==> config.mk <==
export PLATFORM = sky130hd
export DESIGN_NAME = kalman_angle_bias_filter_top
export DESIGN_NICKNAME = d
export VERILOG_FILES = /design/src/rtl/kabf_pkg.sv /design/src/rtl/kalman_angle_bias_filter_top.sv
export SDC_FILE = /design/constraint.sdc
export NUM_CORES = 2
export LEC_CHECK = 0
export BUFFER_PORTS_ARGS = -buffer_cell sky130_fd_sc_hd__buf_2
export CAP_MARGIN = 20
export CORE_MARGIN = 2
export CORE_UTILIZATION = 30
export CTS_CLUSTER_SIZE = 12
export DETAILED_ROUTE_END_ITERATION = 10
export PLACE_DENSITY_LB_ADDON = 0.08
export SLEW_MARGIN = 20
export SYNTH_ARGS = -nofsm -noshare
export SYNTH_HDL_FRONTEND = slang
export SYNTH_SLANG_ARGS = --single-unit
export TNS_END_PERCENT = 30
==> constraint.sdc <==
create_clock -name clk_i -period 13.65 [get_ports clk_i]
set_input_delay 1.365 -clock clk_i [delete_from_list [all_inputs] [get_ports clk_i]]
set_output_delay 1.365 -clock clk_i [all_outputs]
set_load 0.01 [all_outputs]
==> src/rtl/kabf_pkg.sv <==
// Package for the angle/gyro-bias Kalman filter: formats, step codes and
// saturation helpers. No dependencies.
package kabf_pkg;

  localparam int unsigned InDataW  = 80;
  localparam int unsigned OutDataW = 96;
  localparam int unsigned CfgAddrW = 2;
  localparam int unsigned MulBW    = 48;   // magnitude bits of the serial operand
  localparam int unsigned MulAW    = 63;   // magnitude bits of the parallel operand
  localparam int unsigned ProdW    = MulAW + MulBW;
  localparam int unsigned DivW     = 80;   // dividend bits: |n| << 32
  localparam int unsigned CntW     = 7;

  // configuration register indexes
  localparam logic [CfgAddrW-1:0] CFG_PN_ANGLE = 2'd0;
  localparam logic [CfgAddrW-1:0] CFG_PN_BIAS  = 2'd1;
  localparam logic [CfgAddrW-1:0] CFG_MEAS_N   = 2'd2;

  localparam logic [31:0] PN_ANGLE_RST = 32'd6442451;
  localparam logic [31:0] PN_BIAS_RST  = 32'd12884902;
  localparam logic [31:0] MEAS_N_RST   = 32'd128849019;

  localparam logic signed [63:0] LIM62 = 64'sh3FFF_FFFF_FFFF_FFFF;

  // sequencer steps
  typedef enum logic [3:0] {
    STP_ANGLE_PRED = 4'd1,
    STP_DT_PBB     = 4'd2,
    STP_PAA_PRED   = 4'd3,
    STP_PBB_PRED   = 4'd4,
    STP_GAIN0      = 4'd5,
    STP_GAIN1      = 4'd6,
    STP_ANGLE_CORR = 4'd7,
    STP_BIAS_CORR  = 4'd8,
    STP_PAA_CORR   = 4'd9,
    STP_PAB_CORR   = 4'd10,
    STP_PBA_CORR   = 4'd11,
    STP_PBB_CORR   = 4'd12
  } step_e;

  typedef enum logic [5:0] {
    ST_IDLE = 6'b000001,
    ST_LOAD = 6'b000010,
    ST_MUL  = 6'b000100,
    ST_DIV  = 6'b001000,
    ST_WB   = 6'b010000,
    ST_OUT  = 6'b100000
  } state_e;

  function automatic logic signed [31:0] sat32(input logic signed [65:0] v);
    logic signed [31:0] r;
    if (v > 66'sh0_7FFF_FFFF) r = 32'sh7FFF_FFFF;
    else if (v < -66'sh0_8000_0000) r = -32'sh8000_0000;
    else r = v[31:0];
    return r;
  endfunction

  function automatic logic signed [47:0] sat48(input logic signed [65:0] v);
    logic signed [47:0] r;
    if (v > 66'sh0_7FFF_FFFF_FFFF) r = 48'sh7FFF_FFFF_FFFF;
    else if (v < -66'sh0_8000_0000_0000) r = -48'sh8000_0000_0000;
    else r = v[47:0];
    return r;
  endfunction

endpackage

==> src/rtl/kalman_angle_bias_filter_top.sv <==
// Two-state Kalman filter (angle, gyro bias) for one tilt axis.
// Flow: a load item goes through ST_OUT to the output register; an update item runs
//   12 steps of load, work and write-back (10 shift-add multiplies and 2 restoring
//   divisions; a non-positive S skips both divisions) before reaching ST_OUT.
// Items: one item at a time; a new item is taken only in ST_IDLE, after any wait
//   for the output register.
// Reset (rst_ni, async low): state and covariance zero, noise registers at defaults.
// Depends on kabf_pkg.
module kalman_angle_bias_filter_top import kabf_pkg::*; (
  input  logic                clk_i,
  input  logic                rst_ni,
  input  logic                s_axis_tvalid,
  output logic                s_axis_tready,
  // [24:0] measured_angle, [56:25] measured_rate, [77:57] step_time, [79:78] zero
  input  logic [InDataW-1:0]  s_axis_tdata,
  // [0] op
  input  logic                s_axis_tuser,
  output logic                m_axis_tvalid,
  input  logic                m_axis_tready,
  // [31:0] angle_estimate, [63:32] corrected_rate, [95:64] bias_estimate
  output logic [OutDataW-1:0] m_axis_tdata,
  input  logic                cfg_we_i,
  input  logic [CfgAddrW-1:0] cfg_addr_i,
  input  logic [31:0]         cfg_wdata_i
);

  state_e state_q;
  logic [3:0] step_q;
  logic [CntW-1:0] cnt_q;

  logic [31:0] pna_q, pnb_q, mn_q;
  logic signed [31:0] angle_q, bias_q, rate_q;
  logic signed [47:0] paa_q, pab_q, pba_q, pbb_q, p00_q, p01_q, inner_q;
  logic signed [63:0] tb_q, k0_q, k1_q;
  logic signed [24:0] meas_q;
  logic [20:0] dt_q;
  logic signed [32:0] y_q;
  logic signed [49:0] s_q;

  logic [ProdW-1:0] prod_q;
  logic [MulAW-1:0] mcand_q;
  logic sh32_q, neg_q;
  logic [DivW-1:0] dvd_q;
  logic [49:0] rem_q;

  logic m_valid_q;
  logic [OutDataW-1:0] m_data_q;

  logic in_xfer;
  assign s_axis_tready = (state_q == ST_IDLE);
  assign in_xfer = s_axis_tvalid && s_axis_tready;
  assign m_axis_tvalid = m_valid_q;
  assign m_axis_tdata = m_data_q;

  // operand selection per step
  logic signed [63:0] a_sel;
  logic signed [48:0] b_sel;
  logic signed [63:0] a_abs;
  logic signed [48:0] b_abs;
  logic signed [63:0] dt_s;
  logic is_div;
  logic signed [47:0] n_sel;
  logic signed [47:0] n_abs;

  always_comb begin
    dt_s = 64'($signed({1'b0, dt_q}));
    a_sel = dt_s;
    b_sel = 49'(rate_q);
    case (step_q)
      STP_ANGLE_PRED: begin a_sel = dt_s; b_sel = 49'(rate_q); end
      STP_DT_PBB:     begin a_sel = dt_s; b_sel = 49'(pbb_q); end
      STP_PAA_PRED:   begin a_sel = dt_s; b_sel = 49'(inner_q); end
      STP_PBB_PRED:   begin a_sel = dt_s; b_sel = 49'($signed({1'b0, pnb_q})); end
      STP_ANGLE_CORR: begin a_sel = k0_q; b_sel = 49'(y_q); end
      STP_BIAS_CORR:  begin a_sel = k1_q; b_sel = 49'(y_q); end
      STP_PAA_CORR:   begin a_sel = k0_q; b_sel = 49'(p00_q); end
      STP_PAB_CORR:   begin a_sel = k0_q; b_sel = 49'(p01_q); end
      STP_PBA_CORR:   begin a_sel = k1_q; b_sel = 49'(p00_q); end
      STP_PBB_CORR:   begin a_sel = k1_q; b_sel = 49'(p01_q); end
      default:        begin a_sel = dt_s; b_sel = 49'(rate_q); end
    endcase
    a_abs = a_sel[63] ? -a_sel : a_sel;
    b_abs = b_sel[48] ? -b_sel : b_sel;
    is_div = (step_q == STP_GAIN0) || (step_q == STP_GAIN1);
    n_sel = (step_q == STP_GAIN0) ? paa_q : pba_q;
    n_abs = n_sel[47] ? -n_sel : n_sel;
  end

  // multiplier result: floor shift, saturate to +-(2^62-1)
  logic [ProdW-1:0] p_sh;
  logic frac, msat;
  logic signed [63:0] mq, mres;
  always_comb begin
    p_sh = sh32_q ? (prod_q >> 32) : (prod_q >> 24);
    frac = sh32_q ? (|prod_q[31:0]) : (|prod_q[23:0]);
    msat = p_sh > ProdW'(LIM62);
    mq = $signed({1'b0, p_sh[62:0]});
    if (msat) mres = neg_q ? -LIM62 : LIM62;
    else if (neg_q) mres = -mq - 64'(frac);
    else mres = mq;
  end

  // divider result
  logic signed [63:0] dq, dres;
  always_comb begin
    dq = (|dvd_q[DivW-1:62]) ? LIM62 : $signed({2'b0, dvd_q[61:0]});
    dres = neg_q ? -dq : dq;
  end

  // one multiply step and one divide step
  logic [63:0] add_sum;
  logic [50:0] rem_sh;
  logic [50:0] rem_sub;
  always_comb begin
    add_sum = {1'b0, prod_q[ProdW-1:MulBW]} + {1'b0, mcand_q};
    rem_sh = {rem_q, dvd_q[DivW-1]};
    rem_sub = rem_sh - 51'($unsigned(s_q));
  end

  // configuration registers
  always_ff @(posedge clk_i or negedge rst_ni) begin
    if (!rst_ni) begin
      pna_q <= PN_ANGLE_RST;
      pnb_q <= PN_BIAS_RST;
      mn_q  <= MEAS_N_RST;
    end else if (cfg_we_i) begin
      case (cfg_addr_i)
        CFG_PN_ANGLE: pna_q <= cfg_wdata_i;
        CFG_PN_BIAS:  pnb_q <= cfg_wdata_i;
        CFG_MEAS_N:   mn_q  <= cfg_wdata_i;
        default: ;
      endcase
    end
  end

  // sequencer and filter state
  always_ff @(posedge clk_i or negedge rst_ni) begin
    if (!rst_ni) begin
      state_q <= ST_IDLE;
      step_q <= '0;
      cnt_q <= '0;
      angle_q <= '0;
      bias_q <= '0;
      rate_q <= '0;
      paa_q <= '0;
      pab_q <= '0;
      pba_q <= '0;
      pbb_q <= '0;
      m_valid_q <= 1'b0;
    end else begin
      // output transfer frees the register unless a new result is loaded
      if (m_valid_q && m_axis_tready && (state_q != ST_OUT)) m_valid_q <= 1'b0;
      case (state_q)
        ST_IDLE: begin
          if (in_xfer) begin
            meas_q <= $signed(s_axis_tdata[24:0]);
            dt_q <= s_axis_tdata[77:57];
            if (s_axis_tuser) begin
              angle_q <= 32'($signed(s_axis_tdata[24:0]));
              state_q <= ST_OUT;
            end else begin
              rate_q <= sat32(66'($signed(s_axis_tdata[56:25])) - 66'(bias_q));
              step_q <= STP_ANGLE_PRED;
              state_q <= ST_LOAD;
            end
          end
        end
        ST_LOAD: begin
          cnt_q <= '0;
          if (is_div) begin
            neg_q <= n_sel[47];
            dvd_q <= {n_abs, 32'b0};
            rem_q <= '0;
            if (s_q > 0) begin
              state_q <= ST_DIV;
            end else begin
              if (step_q == STP_GAIN0) k0_q <= '0;
              else k1_q <= '0;
              step_q <= step_q + 4'd1;
            end
          end else begin
            neg_q <= a_sel[63] ^ b_sel[48];
            mcand_q <= a_abs[MulAW-1:0];
            prod_q <= {{MulAW{1'b0}}, b_abs[MulBW-1:0]};
            sh32_q <= (step_q >= STP_ANGLE_CORR);
            state_q <= ST_MUL;
          end
        end
        ST_MUL: begin
          if (prod_q[0]) prod_q <= {add_sum, prod_q[MulBW-1:1]};
          else prod_q <= {1'b0, prod_q[ProdW-1:1]};
          cnt_q <= cnt_q + 1'b1;
          if (cnt_q == CntW'(MulBW - 1)) state_q <= ST_WB;
        end
        ST_DIV: begin
          if (!rem_sub[50]) begin
            rem_q <= rem_sub[49:0];
            dvd_q <= {dvd_q[DivW-2:0], 1'b1};
          end else begin
            rem_q <= rem_sh[49:0];
            dvd_q <= {dvd_q[DivW-2:0], 1'b0};
          end
          cnt_q <= cnt_q + 1'b1;
          if (cnt_q == CntW'(DivW - 1)) state_q <= ST_WB;
        end
        ST_WB: begin
          case (step_q)
            STP_ANGLE_PRED: angle_q <= sat32(66'(angle_q) + 66'(mres));
            STP_DT_PBB: begin
              tb_q <= mres;
              inner_q <= sat48(66'(sat48(66'(mres))) - 66'(pab_q) - 66'(pba_q)
                               + 66'($signed({1'b0, pna_q})));
            end
            STP_PAA_PRED: begin
              paa_q <= sat48(66'(paa_q) + 66'(mres));
              pab_q <= sat48(66'(pab_q) - 66'(tb_q));
              pba_q <= sat48(66'(pba_q) - 66'(tb_q));
            end
            STP_PBB_PRED: begin
              pbb_q <= sat48(66'(pbb_q) + 66'(mres));
              p00_q <= paa_q;
              p01_q <= pab_q;
              y_q <= 33'(meas_q) - 33'(angle_q);
              s_q <= 50'(paa_q) + 50'($signed({1'b0, mn_q}));
            end
            STP_GAIN0:      k0_q <= dres;
            STP_GAIN1:      k1_q <= dres;
            STP_ANGLE_CORR: angle_q <= sat32(66'(angle_q) + 66'(mres));
            STP_BIAS_CORR:  bias_q <= sat32(66'(bias_q) + 66'(mres));
            STP_PAA_CORR:   paa_q <= sat48(66'(paa_q) - 66'(mres));
            STP_PAB_CORR:   pab_q <= sat48(66'(pab_q) - 66'(mres));
            STP_PBA_CORR:   pba_q <= sat48(66'(pba_q) - 66'(mres));
            STP_PBB_CORR:   pbb_q <= sat48(66'(pbb_q) - 66'(mres));
            default: ;
          endcase
          if (step_q == STP_PBB_CORR) state_q <= ST_OUT;
          else begin
            step_q <= step_q + 4'd1;
            state_q <= ST_LOAD;
          end
        end
        ST_OUT: begin
          // wait for the output register to free up
          if (!m_valid_q || m_axis_tready) begin
            m_valid_q <= 1'b1;
            m_data_q <= {bias_q, rate_q, angle_q};
            state_q <= ST_IDLE;
          end
        end
        default: state_q <= ST_IDLE;
      endcase
    end
  end

endmodule
==> qor.txt <==
outcome: finished clean
Startpoint Class: flop
crit-path max cell delay: 0.62 ns
Setup Slack @ Placement: 1.07 ns
drt drc: 0
clock latency at the later pin of the worst-skew pair: 0.91 ns
gr usage total: 0.272
Pre-antenna DRT Iters: 10
root buf cell: clkbuf_16
Final Setup Violations: 0
WP buf/inv: 5
Clock Power Share: 0.218
H-tree Lvls: 4
register area share after synthesis: 0.308
fillers: 40,729
RePlAce Congestion: 0.987
Port Buffer Count: 215
clock sink total: 1,268
fin cells: 19,136
Core Region: 0.389 sq mm
clk slew on worst S/H paths: 0.06 ns
Die Y: 629 um
Area Overhead vs Synth: 11.7%
combinational share of power: 0.541
Hold Path Class: input port to async pin
Post-Syn Area: 0.117 sq mm
Routed Antenna Nets: 0
fin. max-slew vios: 0
CP endpoint kind: flop
Die Wd: 629 um
Synth async-reset ratio: 0.317
fin crit period: 12.68 ns
Worst Path Max Fanout: 18
Setup WS post-layout: 0.967 ns
Power Density: 176 mW/mm^2
relative slew slack: 0.200
Total Wirelength: 561 mm
first-pass GRT wire length: 788 mm
vias in the first global route: 103,757
initial antenna violation count: 72
Top Ports: 218
critical path class: flop to flop
leakage dissipation: 53.6 nW
DP Cell Count: 18,793
Yosys cell types: 110
cell count after synthesis: 13,786
nets@finish: 15,044
max-cap viol count: 0
Setup Skew: 0.0780 ns
Initial Util: 0.301
Slew @ Worst Pin: 1.20 ns
period utilization: 0.929
setup TNS: 0 ns
Syn Nets: 15,053
largest net degree at the start of global routing: 127
DRT iter0 DRCs: 11,824
critical path required time: 14.28 ns
number of synthesized register bits: 1,268
RSZ-0062 raised after global routing: false
CTS Buf Count: 177
DR vias: 110,232
yosys warns: 0
layout cells sized above 1: 0.0804
P_sw: 10.9 mW
post-CTS setup buffer count: 0
Clock Path Buffers: 4
commonest non-fill, non-tap cell in the layout: a21oi_1
Slowest cell on crit path: o41a_2
row cnt: 229
CP delay by family, top: compound AO/OA/AOI/OAI gates
Pint: 12.2 mW
DP Wirelength: 453 mm
Post-synth EDFFs: 866
drt wl/cell: 29.3 um
most used flip-flop cell after synthesis: edfxtp_1
Final Hold Fails: 0
CTS tree: built
die footprint: 0.396 sq mm
Flop pwr share: 0.240
most frequent cells in the layout: 1,416 x a21oi_1, 1,241 x nand2_1, 1,085 x nor2_1, 1,052 x ha_1, 866 x edfxtp_1
WP data arrival: 13.32 ns
Vias/cell: 5.76
grt ovf: 0
worst vdd ir: 0.226 mV
sw frac: 0.472
maximum clock rate: 78.8 MHz
Total Power: 23.0 mW
syn_area_per_cell: 8.50 sq um
==> cell type report <==
class	instances	area (sq um)	area share
clock buffer	234	4980	0.0381
inverter	767	2880	0.0220
timing repair buffer	480	3170	0.0242
multi-input combinational	11083	76100	0.581
clock inverter	90	1120	0.00855
antenna	17	42.5	0.000325
sequential	1268	36100	0.276
tap	5197	6500	0.0497
==> per-stage QoR <==
step / instance area [sq um] / utilization / hold slack (ns)
2_1_floorplan: 117000 / - / 0.442
3_3_place_gp: 125000 / 0.320 / 0.463
3_5_place_dp: 125000 / 0.320 / 0.469
4_1_cts: 131000 / 0.336 / 0.358
5_1_grt: 131000 / 0.336 / 0.400
6_report: 131000 / 0.336 / 0.404
==> flip-flops by register name (all words and copies together) (netlist names), 49 cells and up <==
name	flops
prod_q	111
m_axis_tdata	96
dvd_q	80
k0_q	64
k1_q	64
tb_q	64
mcand_q	63
rem_q	50
s_q	49
==> metal layers <==
metal / global-route usage / vias up / wire (um)
li1: - / 51052 / -
met5: 0 / - / 109
met4: 0.101 / 16 / 24000
met2: 0.414 / 3867 / 241000
met3: 0.0414 / 703 / 35900
met1: 0.387 / 54594 / 260000
==> worst register-to-register path, delay by kind of cell, from the launching register on <==
kind                       cells  cell delay [ns]
buffers and inverters          5             0.78
AOI/OAI and AO/OA             23             7.23
DFF                            1             0.40
adders and majority gates      6             1.73
xor gates and xnor gates       2             0.27
and+or+nand+nor                8             2.00
==> Yosys cell counts (175+ instances only) <==
cell	n	area [sq um]
inv_1	758	2850
nand3_1	280	1400
clkbuf_1	563	2110
nand4_1	233	1460
edfxtp_1	866	26000
dfrtp_1	361	9030
xnor2_1	683	5980
nor2_1	1094	4110
a21oi_1	1421	7110
nand2_1	1244	4670
a21o_1	425	3190
o21ai_0	724	3620
ha_1	1052	13200
o21bai_1	184	1380
nor3_1	301	1510
o211ai_1	190	1430
a31oi_1	220	1380
xor2_1	336	2940
nand2b_1	175	1090
==> kinds of logic (layout without fill, tap and decap cells) <==
| kind of cell | Yosys count | in the layout | share of synthesized area |
|---|---|---|---|
| AO/OA/AOI/OAI | 4515 | 4515 | 0.249 |
| AND/OR/NAND/NOR | 4156 | 4156 | 0.169 |
| buffers and inverters | 1435 | 1571 | 0.0467 |
| flip-flops | 1268 | 1268 | 0.308 |
| adder cells (fa/ha/maj) | 1158 | 1158 | 0.129 |
| XOR/XNOR | 1019 | 1019 | 0.0762 |
| multiplexers | 235 | 235 | 0.0213 |
| other | 0 | 17 | 0 |
==> final timing paths <==
check                          start     endpoint  slack, ns  cells after the start
hold / removal                rst_ni    pbb_q[47]       0.40                      1
setup / recovery           prod_q[1]  inner_q[20]       0.97                     44
max in group asynchronous     rst_ni    pab_q[35]      10.72                      4
hold reg to reg             pab_q[0]     p01_q[0]       0.48                      0
min in group clk_i          pab_q[0]     p01_q[0]       0.48                      0
setup reg to reg           prod_q[1]  inner_q[20]       0.97                     44
==> what timing repair did <==
item                                    CTS  global route
gates resized for setup                   0             1
endpoints found under the setup margin    0             3
hold buffers                              0             0
==> power by group through the flow <==
stage          Sequential, mW  Combinational (mW)  Clock [mW]
2_1_floorplan            5.27                8.07           0
3_3_place_gp             5.61                12.2           0
3_5_place_dp             5.61                12.2           0
4_1_cts                  5.53                12.3        5.17
5_1_grt                  5.55                13.5        5.29
6_report                 5.53                12.5        5.03
No activity file was read; power rests on OpenSTA's default activity.
